**src/rtl/core/ucwp_ram.sv**
```systemverilog
// Generic single-write, single-read RAM with registered read data.
// No dependencies.
module ucwp_ram #(
	parameter int WIDTH = 32,
	parameter int DEPTH = 64,
	parameter int AW    = $clog2(DEPTH)
) (
	input  logic             clk,
	input  logic             we,
	input  logic [AW-1:0]    waddr,
	input  logic [WIDTH-1:0] wdata,
	input  logic [AW-1:0]    raddr,
	output logic [WIDTH-1:0] rdata
);

	logic [WIDTH-1:0] mem [DEPTH];

	always_ff @(posedge clk) begin
		if (we) begin
			mem[waddr] <= wdata;
		end
		rdata <= mem[raddr];
	end

endmodule

```
**config.mk**
```make
export PLATFORM = sky130hd
export DESIGN_NAME = ucwp_ram
export DESIGN_NICKNAME = d
export VERILOG_FILES = /design/src/rtl/core/ucwp_ram.sv
export SDC_FILE = /design/constraint.sdc
export NUM_CORES = 2
export LEC_CHECK = 0
export BUFFER_PORTS_ARGS = -buffer_cell sky130_fd_sc_hd__buf_4
export CORE_AREA = 8 8 344 346
export CTS_BUF_LIST = sky130_fd_sc_hd__clkbuf_8
export CTS_CLUSTER_SIZE = 10
export DETAILED_ROUTE_END_ITERATION = 7
export DIE_AREA = 0 0 352 354
export MAX_ROUTING_LAYER = met4
export PLACE_DENSITY = 0.87
export SLEW_MARGIN = 15
export SYNTH_ARGS = -nofsm -noshare
export SYNTH_HDL_FRONTEND = slang
export SYNTH_SLANG_ARGS = --single-unit
export TNS_END_PERCENT = 20
```
**constraint.sdc**
```tcl
create_clock -name clk -period 9.6 [get_ports clk]
set_input_delay 0 -clock clk [delete_from_list [all_inputs] [get_ports clk]]
set_output_delay 0 -clock clk [all_outputs]
set_load 0.005 [all_outputs]
```
-- Word level (Yosys, flattened, before mapping)
Memory sizes are Yosys's and may differ from the RTL's. A register that Yosys moved wholly into a read port is not among the register bits.
Index checks and enable logic that the tools add are counted.
- memories kept: 1
- register bits: 0
- RAM bits: 2048
- memory list (memory ; words ; bits a word ; read ports ; clocked after memory_dff ; wr ports ; RTL line ; source):
    mem ; 64 ; 32 ; 1 ; 1 ; 1 ; 16 ; logic [WIDTH-1:0] mem [DEPTH];
- multiplexer cells: 2
- operator list (cell ; count):
    2-to-1 mux 1 bit ; 2

-- Depth between registers and ports, before layout
- word-level depth: 2
- gate-level depth with buffers: 10
- depth with buffers taken out: 5

-- Worst setup path after synthesis
No wires, ideal clock.
- path kind: input port to flip-flop
- start: in waddr[3]
- end: mem mem[48][0] (enable)
- setup time: 461 ps
- slack: 6440 ps
- required time: 9139 ps
- data arrival time: 2699 ps
- cell stages on the path: 4
- path through: clkbuf_1 nor2b_1 nand4b_1 nor3_1
- RTL lines (what ; RTL line ; source):
    from (decl) ; 10 ; input logic [AW-1:0] waddr,
    to (decl) ; 16 ;
No word-level cell before the write port.

==> flow_summary_export.csv <==
group,metric,value,unit
cts,postCtsSetupRepairBufs,0,
worst_setup_path,crit_fanout,85,
synth,synthesis.area,0.0785,mm²
cts,cts_buffers,325,
cts,cts_max_level,5,
worst_setup_path,crit_type,"in2reg",
synth,netlist_instances,3324,
worst_setup_path,startpoint_type,"primary input",
synth,syn_avg_cell_area,23.6,µm²
status,status,"finished, final reports clean",
sta,setup_viol,0,
worst_setup_path,worstPathArrival,4140,ps
route,wl_per_cell,40.8,µm
synth,yosysTopAreaCell,"edfxtp_1",
synth,yosys-top-cells-area,"edfxtp_1, mux4_2, mux2i_1",
grt,grt_max_degree,139,
worst_setup_path,cpMostUsedCell,"mux4_2",
placed_design,port_buffers,77,
synth,synth-seq-cells,2080,
power,ir_worst_vdd,0.206,mV
synth,ys.flop_type,"edfxtp_1",
floorplan,placement_rows,124,
floorplan,io_pins,78,
worst_setup_path,worstPathRequired,10380,ps
sta,fmax,297,MHz
synth,synth_top_cell_area_share,0.783,
route,drtAntennaViolNets,0,
cts,path_clk_slew,70,ps
worst_hold_path,hold_class,"in2reg",
synth,synth_edf_count,2048,
placed_design,dp_hpwl,113000,µm
finish,drive_gt1_frac,0.298,
sta,min_period,3360,ps
sta,final-hold-violation-count,0,
grt,antenna_found_initial,11,
grt,grt-ovfl-total,0,
power,pwr_density_cell,204,mW/mm²
grt,first_global_vias,42609,
finish,final_nets,3727,
finish,fillCellCount,4834,
synth,synth_nets,3370,
cts,cts_num_sinks,2080,
sta,fin_tns_setup,0,ps
cts,clk-insertion-delay-late,970,ps
finish,post-route-util,0.774,
sta,slew_headroom,0.173,
floorplan,fp.dieW,352,µm
route,drt_iter0_drc,7500,
worst_setup_path,crit_family,"buffers and inverters",
floorplan,core,0.113,mm²
route,detail_route.wirelength,222000,µm
cts,cts_tree,"yes",
floorplan,die_y,354,µm
job,drv_cap,0,
route,firstDrtPassIters,6,
route,drc,0,
sta,finClkSkew,72.2,ps
sta,final.period_utilization,0.350,
cts,cts.path.max_buffers,4,
floorplan,die_area,0.125,mm²
placed_design,gp_congestion,0.821,
floorplan,start_util,0.694,
worst_setup_path,critPathBufInv,3,
sta,rsz0062_at_grt,"no",
power,p_leak,27.8,nW
route,via_count,40865,
sta,worst_pin_slew,1240,ps
worst_setup_path,max_stage_delay,770,ps
route,detail_route.vias_per_cell,7.52,
cts,root_buffer,"clkbuf_8",
worst_setup_path,path_cells,"buf_8, buf_4, buf_12, mux4_2, mux4_2, o22ai_1, nor2_1",
synth,ys_seq_area_frac,0.791,
grt,track_usage,0.364,
synth,synth_warnings,0,
finish,syn2layout_area_growth,11.5,%
worst_setup_path,end_kind,"flop",
synth,synthArstFlopShare,0,
grt,grt_pass1_wl,309000,µm
synth,yosysUniqueCellTypes,34,
sta,drv_slew,0,
worst_setup_path,slowest_stage,"o22ai_1",
layout by cell type (no fill, tap or decap), types with 11 or more instances in the layout:
| cell | instances |
|---|---|
| edfxtp_1 | 2048 |
| mux4_2 | 544 |
| clkbuf_8 | 340 |
| buf_4 | 160 |
| inv_1 | 113 |
| mux2i_1 | 93 |
| o22ai_1 | 84 |
| nor2_1 | 75 |
| a21oi_1 | 62 |
| nor2_4 | 62 |
| clkinv_1 | 62 |
| dlygate4sd3_1 | 44 |
| dfxtp_1 | 32 |
| o221ai_1 | 27 |
| nand2_1 | 26 |
| clkinv_2 | 26 |
| nor2b_1 | 15 |
| a22oi_1 | 12 |
| diode_2 | 11 |
registers in the layout, summed over array words and instances, names as in the netlist:
name / cells
mem: 2048
rdata: 32
cells by family (layout without fill, tap and decap cells):
logic type	Yosys count	in the layout	share of synthesized area
DFF	2080	2080	0.791
muxes	637	637	0.168
and+or+nand+nor	223	223	0.0127
AOI/OAI and AO/OA	202	202	0.0167
buffers and inverters	182	770	0.0113
other	0	11	0
metal layers:
| layer | routed length, µm | track usage | vias up |
|---|---|---|---|
| met3 | 34000 | 0.101 | 1096 |
| met1 | 64600 | 0.433 | 20314 |
| met4 | 17000 | 0.214 | 0 |
| met2 | 106000 | 0.565 | 4454 |
| met5 | 0 | - | - |
| li1 | - | - | 15001 |
Yosys cell counts, drive strengths merged, types with 8 or more instances:
cell type,instances
o22ai,84
clkbuf,74
nor2,137
buf,108
edfxtp,2048
mux4,544
dfxtp,32
a21oi,62
nand2,26
o221ai,27
a22oi,12
nor2b,15
a311oi,8
mux2i,93
nand2b,8
worst paths after layout:
kind                    startpoint                 to  slack (ps)  cells after the start
max reg2reg   mem[13][6]$_DFFE_PP_   rdata[6]$_DFF_P_        6990                      4
min                       raddr[2]  rdata[26]$_DFF_P_          60                      5
min reg2reg  mem[29][17]$_DFFE_PP_  rdata[17]$_DFF_P_         760                      4
max                       raddr[0]   rdata[6]$_DFF_P_        6240                      7
power by group:
part	leakage [nW]	switching, mW	total (mW)	internal, mW
Combinational	5.73	0.587	0.935	0.349
Clock	3.36	3.42	6.83	3.41
Sequential	18.7	0.0484	10.1	10.1
Total	27.8	4.06	17.9	13.8
stage by stage:
step	std cells	power [mW]	hold WS, ps	cell area, µm²	setup WS, ps
2_1_floorplan	3324	10.8	98.9	78500	6440
3_3_place_gp	4821	11.1	384	81300	5670
3_5_place_dp	4821	11.2	392	81300	5500
4_1_cts	5423	17.9	28.7	87500	6450
5_1_grt	5434	18.2	51.8	87500	6130
6_report	5435	17.9	61.2	87500	6240
tightest hold or removal path, stage by stage:
cell and delay, ps:
buf_8 200, mux2i_1 240, a21oi_1 260, a21oi_1 170
nor2_1 60
layout make-up:
class | instances | area, µm² | area share
Clock inverter | 218 | 1040 | 0.0119
Tap cell | 1512 | 1890 | 0.0216
Antenna cell | 11 | 27.5 | 0.000314
Sequential cell | 2080 | 62100 | 0.710
Timing Repair Buffer | 212 | 1780 | 0.0204
Multi-Input combinational cell | 1062 | 16000 | 0.182
Clock buffer | 340 | 4680 | 0.0535
timing repair:
item / CTS / global route
resized for setup: 0 / 0
hold buffers: 44 / 0
hold endpoints to repair: 2189 / 0
Power figures use the tool's default switching activity.
