`config.mk`:
```
export PLATFORM = sky130hd
export DESIGN_NAME = ucwp_seq
export DESIGN_NICKNAME = d
export VERILOG_FILES = /design/src/rtl/core/ucwp_pkg.sv /design/src/rtl/core/ucwp_seq.sv
export SDC_FILE = /design/constraint.sdc
export NUM_CORES = 2
export LEC_CHECK = 0
export BUFFER_PORTS_ARGS = -buffer_cell sky130_fd_sc_hd__buf_2
export CELL_PAD_IN_SITES_DETAIL_PLACEMENT = 1
export CELL_PAD_IN_SITES_GLOBAL_PLACEMENT = 2
export CORE_UTILIZATION = 41
export CTS_BUF_LIST = sky130_fd_sc_hd__clkbuf_8
export CTS_CLUSTER_SIZE = 40
export DETAILED_ROUTE_END_ITERATION = 16
export HOLD_SLACK_MARGIN = 0.15
export PLACE_DENSITY_LB_ADDON = 0.1
export SYNTH_ARGS = -nofsm -noshare
export SYNTH_HDL_FRONTEND = slang
export SYNTH_SLANG_ARGS = --single-unit
```
`constraint.sdc`:
```
create_clock -name clk -period 8.8 [get_ports clk]
set_input_delay 0.88 -clock clk [delete_from_list [all_inputs] [get_ports clk]]
set_output_delay 0.88 -clock clk [all_outputs]
set_load 0.02 [all_outputs]
```
`src/rtl/core/ucwp_pkg.sv`:
```
// Package for the utility cache way partitioner.
// Holds sizes, status and register codes, and the structs between modules.
// No dependencies.
package ucwp_pkg;

	localparam int THREADS      = 4;
	localparam int MAX_WAYS     = 16;
	localparam int COUNTER_BITS = 32;

	localparam int TH_W    = 2;
	localparam int POS_W   = 4;
	localparam int ADDR_W  = TH_W + POS_W;
	localparam int DEPTH   = THREADS * MAX_WAYS;
	localparam int WAY_W   = 5;
	localparam int SUM_W   = COUNTER_BITS + POS_W;
	localparam int PROD_W  = SUM_W + WAY_W;
	localparam int IDX_W   = ADDR_W + 1;
	localparam int USED_W  = 21;
	localparam int SETS_W  = 17;
	localparam int MASK_W  = 4;
	localparam int CAP_W   = SETS_W + WAY_W;
	localparam int CMP_W   = CAP_W + 7;
	localparam int CNT_W   = 3;

	typedef logic [1:0] status_t;
	localparam status_t ST_PART = 2'd0;
	localparam status_t ST_COLD = 2'd1;
	localparam status_t ST_MANY = 2'd2;

	typedef logic [1:0] cfg_idx_t;
	localparam cfg_idx_t CFG_MASK = 2'd0;
	localparam cfg_idx_t CFG_SETS = 2'd1;
	localparam cfg_idx_t CFG_WAYS = 2'd2;

	localparam logic FUNC_HIT    = 1'b0;
	localparam logic FUNC_REPART = 1'b1;

	typedef struct packed {
		logic [MASK_W-1:0] mask;
		logic [SETS_W-1:0] sets;
		logic [WAY_W-1:0]  ways;
	} cfg_t;

	typedef struct packed {
		logic                    we;
		logic [ADDR_W-1:0]       waddr;
		logic [COUNTER_BITS-1:0] wdata;
		logic [ADDR_W-1:0]       raddr;
	} mem_req_t;

endpackage

```
`src/rtl/core/ucwp_seq.sv`:
```
// Sequencer of the way partitioner: RAM clear, hit counting, warm check, lookahead, halving, emit.
// Depends on ucwp_pkg; drives the hit counter RAM through a mem_req_t.
module ucwp_seq import ucwp_pkg::*; (
	input  logic                    clk,
	input  logic                    arst_n,
	input  cfg_t                    cfg,
	input  logic                    in_valid,
	output logic                    in_stall,
	input  logic                    func,
	input  logic [TH_W-1:0]         thread,
	input  logic [POS_W-1:0]        position,
	input  logic [USED_W-1:0]       used_lines,
	output mem_req_t                mem,
	input  logic [COUNTER_BITS-1:0] rdata,
	output logic                    out_valid,
	input  logic                    out_stall,
	output logic [TH_W-1:0]         thread_out,
	output logic [WAY_W-1:0]        ways,
	output status_t                 status,
	output logic                    last
);

	typedef enum logic [14:0] {
		S_CLEAR      = 15'h0001,
		S_IDLE       = 15'h0002,
		S_HIT_WR     = 15'h0004,
		S_CHK_PROD   = 15'h0008,
		S_CHK_CMP    = 15'h0010,
		S_SKIP       = 15'h0020,
		S_ROUND      = 15'h0040,
		S_THREAD     = 15'h0080,
		S_STEP_RD    = 15'h0100,
		S_STEP_ACC   = 15'h0200,
		S_STEP_CMP   = 15'h0400,
		S_THREAD_END = 15'h0800,
		S_ROUND_END  = 15'h1000,
		S_HALVE      = 15'h2000,
		S_EMIT       = 15'h4000
	} state_t;

	localparam logic [TH_W-1:0] T_LAST = TH_W'(THREADS - 1);
	localparam logic [COUNTER_BITS-1:0] CNT_MAX = '1;

	state_t                  state_q;
	logic [IDX_W-1:0]        idx_q;
	logic [ADDR_W-1:0]       haddr_q;
	logic [USED_W-1:0]       used_q;
	logic [CAP_W-1:0]        prod_q;
	status_t                 skip_q;
	logic [WAY_W-1:0]        assigned_q [THREADS];
	logic [WAY_W-1:0]        balance_q;
	logic [TH_W-1:0]         t_q;
	logic [WAY_W-1:0]        i_q;
	logic                    p_ok_q;
	logic [SUM_W-1:0]        s_q;
	logic [SUM_W-1:0]        ms_q;
	logic [WAY_W-1:0]        mn_q;
	logic [WAY_W-1:0]        req_q;
	logic                    win_ok_q;
	logic [TH_W-1:0]         win_q;
	logic [SUM_W-1:0]        ws_q;
	logic [WAY_W-1:0]        wn_q;
	logic [WAY_W-1:0]        wreq_q;
	logic                    out_valid_q;
	logic [TH_W-1:0]         thread_out_q;
	logic [WAY_W-1:0]        ways_q;
	status_t                 status_q;
	logic                    last_q;

	logic [WAY_W-1:0]        a_eff;
	logic [CNT_W-1:0]        n_cnt;
	logic [WAY_W-1:0]        p;
	logic [PROD_W-1:0]       step_lhs, step_rhs, win_lhs, win_rhs;
	logic [CMP_W-1:0]        need, have;
	logic                    out_free;
	logic                    out_load;

	assign a_eff    = (cfg.ways > WAY_W'(MAX_WAYS)) ? WAY_W'(MAX_WAYS) : cfg.ways;
	assign n_cnt    = CNT_W'($countones(cfg.mask));
	assign p        = assigned_q[t_q] + i_q - WAY_W'(1);
	assign step_lhs = PROD_W'(s_q) * PROD_W'(mn_q);
	assign step_rhs = PROD_W'(ms_q) * PROD_W'(i_q);
	assign win_lhs  = PROD_W'(ms_q) * PROD_W'(wn_q);
	assign win_rhs  = PROD_W'(ws_q) * PROD_W'(mn_q);
	// cold when 100 * used < 99 * sets * ways
	assign have     = CMP_W'(used_q) * CMP_W'(100);
	assign need     = CMP_W'(prod_q) * CMP_W'(99);
	assign out_free = !out_valid_q || !out_stall;
	assign out_load = out_free && (state_q == S_SKIP || state_q == S_EMIT);

	assign in_stall   = (state_q != S_IDLE);
	assign out_valid  = out_valid_q;
	assign thread_out = thread_out_q;
	assign ways       = ways_q;
	assign status     = status_q;
	assign last       = last_q;

	always_comb begin
		mem       = '0;
		mem.raddr = {thread, position};
		unique case (state_q)
			S_CLEAR: begin
				mem.we    = 1'b1;
				mem.waddr = idx_q[ADDR_W-1:0];
			end
			S_HIT_WR: begin
				mem.we    = 1'b1;
				mem.waddr = haddr_q;
				mem.wdata = (rdata == CNT_MAX) ? rdata : rdata + COUNTER_BITS'(1);
			end
			S_STEP_RD: begin
				mem.raddr = {t_q, p[POS_W-1:0]};
			end
			S_HALVE: begin
				mem.raddr = idx_q[ADDR_W-1:0];
				mem.we    = (idx_q != '0);
				mem.waddr = idx_q[ADDR_W-1:0] - ADDR_W'(1);
				mem.wdata = rdata >> 1;
			end
			default: begin
			end
		endcase
	end

	always_ff @(posedge clk or negedge arst_n) begin
		if (!arst_n) begin
			state_q      <= S_CLEAR;
			idx_q        <= '0;
			haddr_q      <= '0;
			used_q       <= '0;
			prod_q       <= '0;
			skip_q       <= ST_PART;
			for (int k = 0; k < THREADS; k++) begin
				assigned_q[k] <= '0;
			end
			balance_q    <= '0;
			t_q          <= '0;
			i_q          <= '0;
			p_ok_q       <= 1'b0;
			s_q          <= '0;
			ms_q         <= '0;
			mn_q         <= '0;
			req_q        <= '0;
			win_ok_q     <= 1'b0;
			win_q        <= '0;
			ws_q         <= '0;
			wn_q         <= '0;
			wreq_q       <= '0;
			out_valid_q  <= 1'b0;
			thread_out_q <= '0;
			ways_q       <= '0;
			status_q     <= ST_PART;
			last_q       <= 1'b0;
		end else begin
			if (out_load) begin
				out_valid_q <= 1'b1;
			end else if (out_valid_q && !out_stall) begin
				out_valid_q <= 1'b0;
			end
			unique case (state_q)
				S_CLEAR: begin
					idx_q <= idx_q + IDX_W'(1);
					if (idx_q == IDX_W'(DEPTH - 1)) begin
						state_q <= S_IDLE;
					end
				end
				S_IDLE: begin
					if (in_valid) begin
						if (func == FUNC_HIT) begin
							haddr_q <= {thread, position};
							state_q <= S_HIT_WR;
						end else begin
							used_q  <= used_lines;
							state_q <= S_CHK_PROD;
						end
					end
				end
				S_HIT_WR: begin
					state_q <= S_IDLE;
				end
				S_CHK_PROD: begin
					prod_q  <= CAP_W'(cfg.sets) * CAP_W'(a_eff);
					state_q <= S_CHK_CMP;
				end
				S_CHK_CMP: begin
					if (have < need) begin
						skip_q  <= ST_COLD;
						state_q <= S_SKIP;
					end else if (WAY_W'(n_cnt) > a_eff) begin
						skip_q  <= ST_MANY;
						state_q <= S_SKIP;
					end else begin
						for (int k = 0; k < THREADS; k++) begin
							if (cfg.mask[k]) begin
								assigned_q[k] <= WAY_W'(1);
							end
						end
						balance_q <= a_eff - WAY_W'(n_cnt);
						state_q   <= S_ROUND;
					end
				end
				S_SKIP: begin
					if (out_free) begin
						thread_out_q <= '0;
						ways_q       <= '0;
						status_q     <= skip_q;
						last_q       <= 1'b1;
						state_q      <= S_IDLE;
					end
				end
				S_ROUND: begin
					if (balance_q == '0) begin
						idx_q   <= '0;
						state_q <= S_HALVE;
					end else begin
						win_ok_q <= 1'b0;
						t_q      <= '0;
						state_q  <= S_THREAD;
					end
				end
				S_THREAD: begin
					if (cfg.mask[t_q]) begin
						s_q     <= '0;
						ms_q    <= '0;
						mn_q    <= WAY_W'(1);
						req_q   <= '0;
						i_q     <= WAY_W'(1);
						state_q <= S_STEP_RD;
					end else if (t_q == T_LAST) begin
						state_q <= S_ROUND_END;
					end else begin
						t_q <= t_q + TH_W'(1);
					end
				end
				S_STEP_RD: begin
					p_ok_q  <= (p < WAY_W'(MAX_WAYS));
					state_q <= S_STEP_ACC;
				end
				S_STEP_ACC: begin
					if (p_ok_q) begin
						s_q <= s_q + SUM_W'(rdata);
					end
					state_q <= S_STEP_CMP;
				end
				S_STEP_CMP: begin
					if (step_lhs > step_rhs) begin
						ms_q  <= s_q;
						mn_q  <= i_q;
						req_q <= i_q;
					end
					if (i_q == balance_q) begin
						state_q <= S_THREAD_END;
					end else begin
						i_q     <= i_q + WAY_W'(1);
						state_q <= S_STEP_RD;
					end
				end
				S_THREAD_END: begin
					// strict compare keeps the lowest index on a tie
					if (!win_ok_q || (win_lhs > win_rhs)) begin
						win_ok_q <= 1'b1;
						win_q    <= t_q;
						ws_q     <= ms_q;
						wn_q     <= mn_q;
						wreq_q   <= req_q;
					end
					if (t_q == T_LAST) begin
						state_q <= S_ROUND_END;
					end else begin
						t_q     <= t_q + TH_W'(1);
						state_q <= S_THREAD;
					end
				end
				S_ROUND_END: begin
					if (!win_ok_q || wreq_q == '0) begin
						idx_q   <= '0;
						state_q <= S_HALVE;
					end else begin
						assigned_q[win_q] <= assigned_q[win_q] + wreq_q;
						balance_q         <= balance_q - wreq_q;
						state_q           <= S_ROUND;
					end
				end
				S_HALVE: begin
					if (idx_q == IDX_W'(DEPTH)) begin
						t_q     <= '0;
						state_q <= S_EMIT;
					end else begin
						idx_q <= idx_q + IDX_W'(1);
					end
				end
				S_EMIT: begin
					if (out_free) begin
						thread_out_q <= t_q;
						ways_q       <= assigned_q[t_q];
						status_q     <= ST_PART;
						last_q       <= (t_q == T_LAST);
						if (t_q == T_LAST) begin
							state_q <= S_IDLE;
						end else begin
							t_q <= t_q + TH_W'(1);
						end
					end
				end
				default: begin
					state_q <= S_IDLE;
				end
			endcase
		end
	end

endmodule

```
After elaboration in Yosys (flattened, before gate mapping)
Cells that the tools add are included.
- reductions and logical operators: 39
- multipliers: 7
- shift operators: 0
- $lt $le $gt $ge: 10
- bitwise gates (word level): 3
- muxes and demuxes: 84
- equal/unequal tests: 45
- div/mod/pow operators: 0
- $add $sub $neg: 14
- operators by type and width (operator ; number):
    $pmux W15 S14 ; 1
    $mul A36 B5 Y41 ; 4
    $pmux W36 S2 ; 2
    $mux W15 ; 8
    $mux W36 ; 3
    $mux W5 ; 19
    $gt A41 B41 Y1 ; 2
    $pmux W32 S2 ; 1
    $mux W20 ; 3
    $pmux W5 S2 ; 5
    $ne A2 B2 Y1 const B ; 22
    $pmux W20 S2 ; 1
    $add A36 B32 Y36 ; 1
    $mux W7 ; 5
    $add A32 B1 Y32 const B ; 1
    $eq A32 B32 Y1 const B ; 1
    $mux W32 ; 1
    $lt A28 B29 Y1 ; 1
    $mul A22 B7 Y29 const B ; 1
    $mux W14 ; 2
    $pmux W7 S4 ; 1
    $mul A21 B5 Y26 const B ; 1
    $reduce_and A5 Y1 ; 5
    $mul A17 B5 Y22 ; 1
    other kinds (66) ; 110
- bits in registers: 248
- ROM bits: 0
- memories: 0
- output and inout bits: 57
- RAM bits: 0
- bits in latches: 0

Logic depth before layout (Yosys ltp)
- word-level depth: 8
- gate-level depth with buffers: 33
- depth with buffers taken out: 31

Worst setup path before layout
Ideal clock, no wire load.
- kind: reg2reg
- start point: register i_q[3]
- end point: register mn_q[0]
- data arrival time: 7.179 ns
- cell stages (with the launch flop): 32
- path slack: 1.494 ns
- required time: 8.673 ns
- buffers on the path: 3
- cells stage by stage: dfrtp_1 > inv_1 > clkbuf_1 > buf_1 > nor2_1 > fa_1 > fa_1 > inv_1 > fa_1 > inv_1 > ha_1 > a21oi_1 > o21ai_0 > a221oi_1 > o211ai_1 > o21ai_1 > a21boi_0 > o41ai_1 > a211oi_1 > a211oi_1 > xor2_1 > ha_1 > nand4_1 > nor2_1 > nand2_1 > nor3_1 > nand2_1 > or3_1 > a31oi_1 > o31a_1 > buf_6 > mux2_1
- longest elaborated chain between the ends: 4
- RTL lines (element ; line ; source):
    from (decl) ; ucwp_seq.sv:53 ; logic [WAY_W-1:0] i_q;
    from (signal assigned) ; ucwp_seq.sv:254 ; i_q <= i_q + WAY_W'(1);
    $mul A36 B5 Y41 ; ucwp_seq.sv:82 ; assign step_rhs = PROD_W'(ms_q) * PROD_W'(i_q);
    $gt A41 B41 Y1 ; ucwp_seq.sv:246 ; if (step_lhs > step_rhs) begin
    $ne A2 B2 Y1 (no source line) ; - ;
    $reduce_and A3 Y1 (no source line) ; - ;
    to (signal assigned) ; ucwp_seq.sv:248 ; mn_q <= i_q;
    to (decl) ; ucwp_seq.sv:57 ; logic [WAY_W-1:0] mn_q;
No other way between the ends.
A chain may end at the register's enable or synchronous reset.

Final worst setup path
- start point: register i_q[2]
- end point: register ms_q[14]
- longest elaborated chain between the ends: 4
- RTL lines (element ; line ; source):
    $mul A36 B5 Y41 ; ucwp_seq.sv:82 ;
    $gt A41 B41 Y1 ; ucwp_seq.sv:246 ;
    $ne A2 B2 Y1 (no source line) ; - ;
    $reduce_and A3 Y1 (no source line) ; - ;
    to (signal assigned) ; ucwp_seq.sv:247 ; ms_q <= s_q;
    to (decl) ; ucwp_seq.sv:56 ; logic [SUM_W-1:0] ms_q;
No other way between the ends.

==> results.sh <==
export IMPL_outcome="finished clean"
export IMPL_dieArea_sq_mm=0.113
export IMPL_port_buffer_count=146
export IMPL_finalSetupViolCount=0
export IMPL_insertion_delay_ps=740
export IMPL_ios=147
export IMPL_slew_headroom_pct=26.4
export IMPL_yosysWarnings=0
export IMPL_finalSetupTns_ps=0
export IMPL_register_area_sq_mm=0.00601
export IMPL_syn_inst=5466
export IMPL_grt_antenna_before_repair=3
export IMPL_via_per_inst=5.25
export IMPL_worstMarginPinSlew_ps=1100
export IMPL_finalMaxSlewViolations=0
export IMPL_gp_congestion=0.876
export IMPL_ant_nets=0
export IMPL_fp_dieW_microns=336
export IMPL_yosys_register_bits=240
export IMPL_worstHoldPathCells=2
export IMPL_netlist_area_leader_share_pct=22.2
export IMPL_grt_max_degree=76
export IMPL_routed_wl_mm=139
export IMPL_synth_top_area_cell="fa_1"
export IMPL_coreArea_sq_mm=0.111
export IMPL_drtIter0Drc=1706
export IMPL_fmax_mhz=122
export IMPL_crit_type="register to register"
export IMPL_drc=0
export IMPL_path_clk_slew_ps=60
export IMPL_via_count=37399
export IMPL_reg2reg_to="ms_q[14]"
export IMPL_start_util_pct=41.3
export IMPL_grt_overflow=0
export IMPL_cp_end_kind="register"
export IMPL_seq_area_frac_synth_pct=13.1
export IMPL_cp_max_fo=24
export IMPL_finalCritPeriodShare_pct=93.0
export IMPL_synth_top_cells_by_count="937 x inv_1, 548 x nand2_1, 542 x ha_1, 507 x fa_1, 375 x nor2_1"
export IMPL_synthMostInstantiatedCell="inv_1"
export IMPL_cts_htree_levels=2
export IMPL_clockRootBuffer="clkbuf_8"
export IMPL_die_h_microns=336
export IMPL_min_from="in_valid"
export IMPL_rr_startpoint="i_q[2]"
export IMPL_grt_use_total_pct=25.2
export IMPL_maxCapViolations=0
export IMPL_rrSetupSlack_ps=620
export IMPL_rr_worst_depth=30
export IMPL_synth_main_ff_cell="dfrtp_1"
export IMPL_grt_pass1_wl_mm=225
export IMPL_post_route_util_pct=44.7
export IMPL_synth_edf_count=0
export IMPL_synth_async_sr_flop_share_pct=100
export IMPL_finalClockSkew_ps=70.6
export IMPL_clock_sinks=240
export IMPL_required_ps=9390
export IMPL_syn_nets=6605
export IMPL_first_global_vias=39872
export IMPL_cts_buffers_inserted=50
export IMPL_fp_row_count=122
export IMPL_syn_cell_area_sq_mm=0.0457
export IMPL_first_pass_iters=5
export IMPL_ys_types=97
export IMPL_fin_nets=6728
export IMPL_synthTopCellsByArea="fa_1 22%, ha_1 15%, dfrtp_1 13%"
export IMPL_multi_input_area_sq_mm=0.0356
export IMPL_wl_per_cell_microns=19.6
export IMPL_rsz0062_at_grt="false"
export IMPL_place_hpwl_mm=116
export IMPL_worstSetupStartpointType="register"
export IMPL_max_stage_delay_ps=560
export IMPL_cts_tree="done"
export IMPL_cts_buffer_depth=3
export IMPL_hold_path_class="input port to register"
export IMPL_cp_slowest_cell="fa_1"
export IMPL_final_min_clock_period_ps=8180
export IMPL_finalHoldViolCount=0
export IMPL_cp_data_arrival_time_ps=8770
export IMPL_min_to="state_q[1]"
export IMPL_syn_area_per_cell_sq_um=8.37
export IMPL_syn_to_final_growth_pct=8.28
export IMPL_fillers=13292
export IMPL_drive_above_1_share_pct=7.26
## flip-flops by register name, indices dropped and copies added, names as in the netlist, 5 cells and up
signal / cells
i_q: 5
idx_q: 7
ms_q: 36
wn_q: 5
haddr_q: 6
balance_q: 5
mn_q: 5
s_q: 36
state_q: 15
prod_q: 22
assigned_q: 20
ways: 5
used_q: 21
ws_q: 36
## worst max-delay path by stage
stage / to / slack [ps] / from / depth (start not counted)
after floorplan: mn_q[0] / 1490 / i_q[3] / 31
after global placement: ws_q[3] / 690 / wn_q[3] / 27
after detailed placement: ms_q[14] / 560 / i_q[2] / 30
after CTS: ms_q[14] / 450 / i_q[2] / 30
after global routing: ms_q[14] / 140 / i_q[2] / 30
final: ms_q[14] / 620 / i_q[2] / 30
## per-stage QoR
stage	setup slack [ps]	instance area, sq um	instances	hold slack (ps)
floorplan	1490	45700	5466	438
global placement	691	48400	7024	482
detailed placement	564	48400	7024	488
CTS	453	49500	7118	323
global route	139	49500	7121	362
finish	616	49500	7121	392
## cell usage in the layout, fill, tap and decap left out, types with 29 or more instances in the layout
| cell | Yosys | layout |
|---|---|---|
| and2_1 | 366 | 366 |
| nand4_1 | 46 | 46 |
| nor3_1 | 71 | 71 |
| nand2b_1 | 35 | 35 |
| nand2_1 | 548 | 548 |
| xor2_1 | 128 | 128 |
| buf_4 | 3 | 74 |
| or3_1 | 32 | 32 |
| nand3_1 | 91 | 91 |
| mux2_1 | 30 | 30 |
| o21ai_0 | 201 | 201 |
| o21a_1 | 58 | 58 |
| dfrtp_1 | 239 | 234 |
| o211ai_1 | 29 | 29 |
| mux2i_1 | 47 | 47 |
| o21bai_1 | 30 | 30 |
| a21oi_1 | 224 | 224 |
| xnor2_1 | 141 | 141 |
| and3_1 | 37 | 37 |
| mux2_2 | 43 | 43 |
| fa_1 | 507 | 507 |
| inv_1 | 937 | 953 |
| a211oi_1 | 29 | 29 |
| buf_2 | 12 | 145 |
| clkbuf_8 | 0 | 67 |
| a21o_1 | 160 | 160 |
| nor2b_1 | 49 | 49 |
| nor2_1 | 375 | 375 |
| ha_1 | 542 | 542 |
## cell type report
type / instances / area share (%)
antenna: 3 / 0.0152
timing repair buffer: 226 / 2.84
multi-input combinational: 4131 / 71.9
tap: 1488 / 3.76
clock inverter: 26 / 0.394
inverter: 940 / 7.12
sequential: 240 / 12.1
clock buffer: 67 / 1.86
## worst max-delay path: cells and delay by family (launching register included)
family / cells / cell delay (ps)
multiplexers: 1 / 240
XOR/XNOR: 1 / 110
AO/OA/AOI/OAI: 11 / 2860
AND/OR/NAND/NOR: 7 / 1320
flip-flops: 1 / 380
adder cells (fa/ha/maj): 5 / 2240
buffers and inverters: 5 / 840
## routing by layer
| layer | track usage (%) | vias to the layer above | share of wire, % |
|---|---|---|---|
| li1 | - | 18101 | - |
| met1 | 36.7 | 18707 | 50 |
| met2 | 39.9 | 471 | 44 |
| met3 | 2.10 | 118 | 2.7 |
| met4 | 6.78 | 2 | 2.7 |
| met5 | 0 | - | 0.0072 |
## what timing repair did
item,4_1_cts,5_1_grt
hold buffers,1,0
setup buffers,0,0
endpoints found under the hold margin,28,0
endpoints found under the setup margin,0,15
resized for setup,0,1
## logic make-up after synthesis
| group | count (synthesis) | synth area share (%) |
|---|---|---|
| xor gates and xnor gates | 269 | 5.15 |
| muxes | 131 | 3.37 |
| adders and majority gates | 1049 | 37.0 |
| buffers and inverters | 1095 | 9.14 |
| and+or+nand+nor | 1733 | 18.6 |
| AOI/OAI and AO/OA | 949 | 13.6 |
| DFF | 240 | 13.1 |
Power is left out: the tool's default activity adds up to more than one toggle a clock period on the data nets, which glitch-free logic cannot reach.
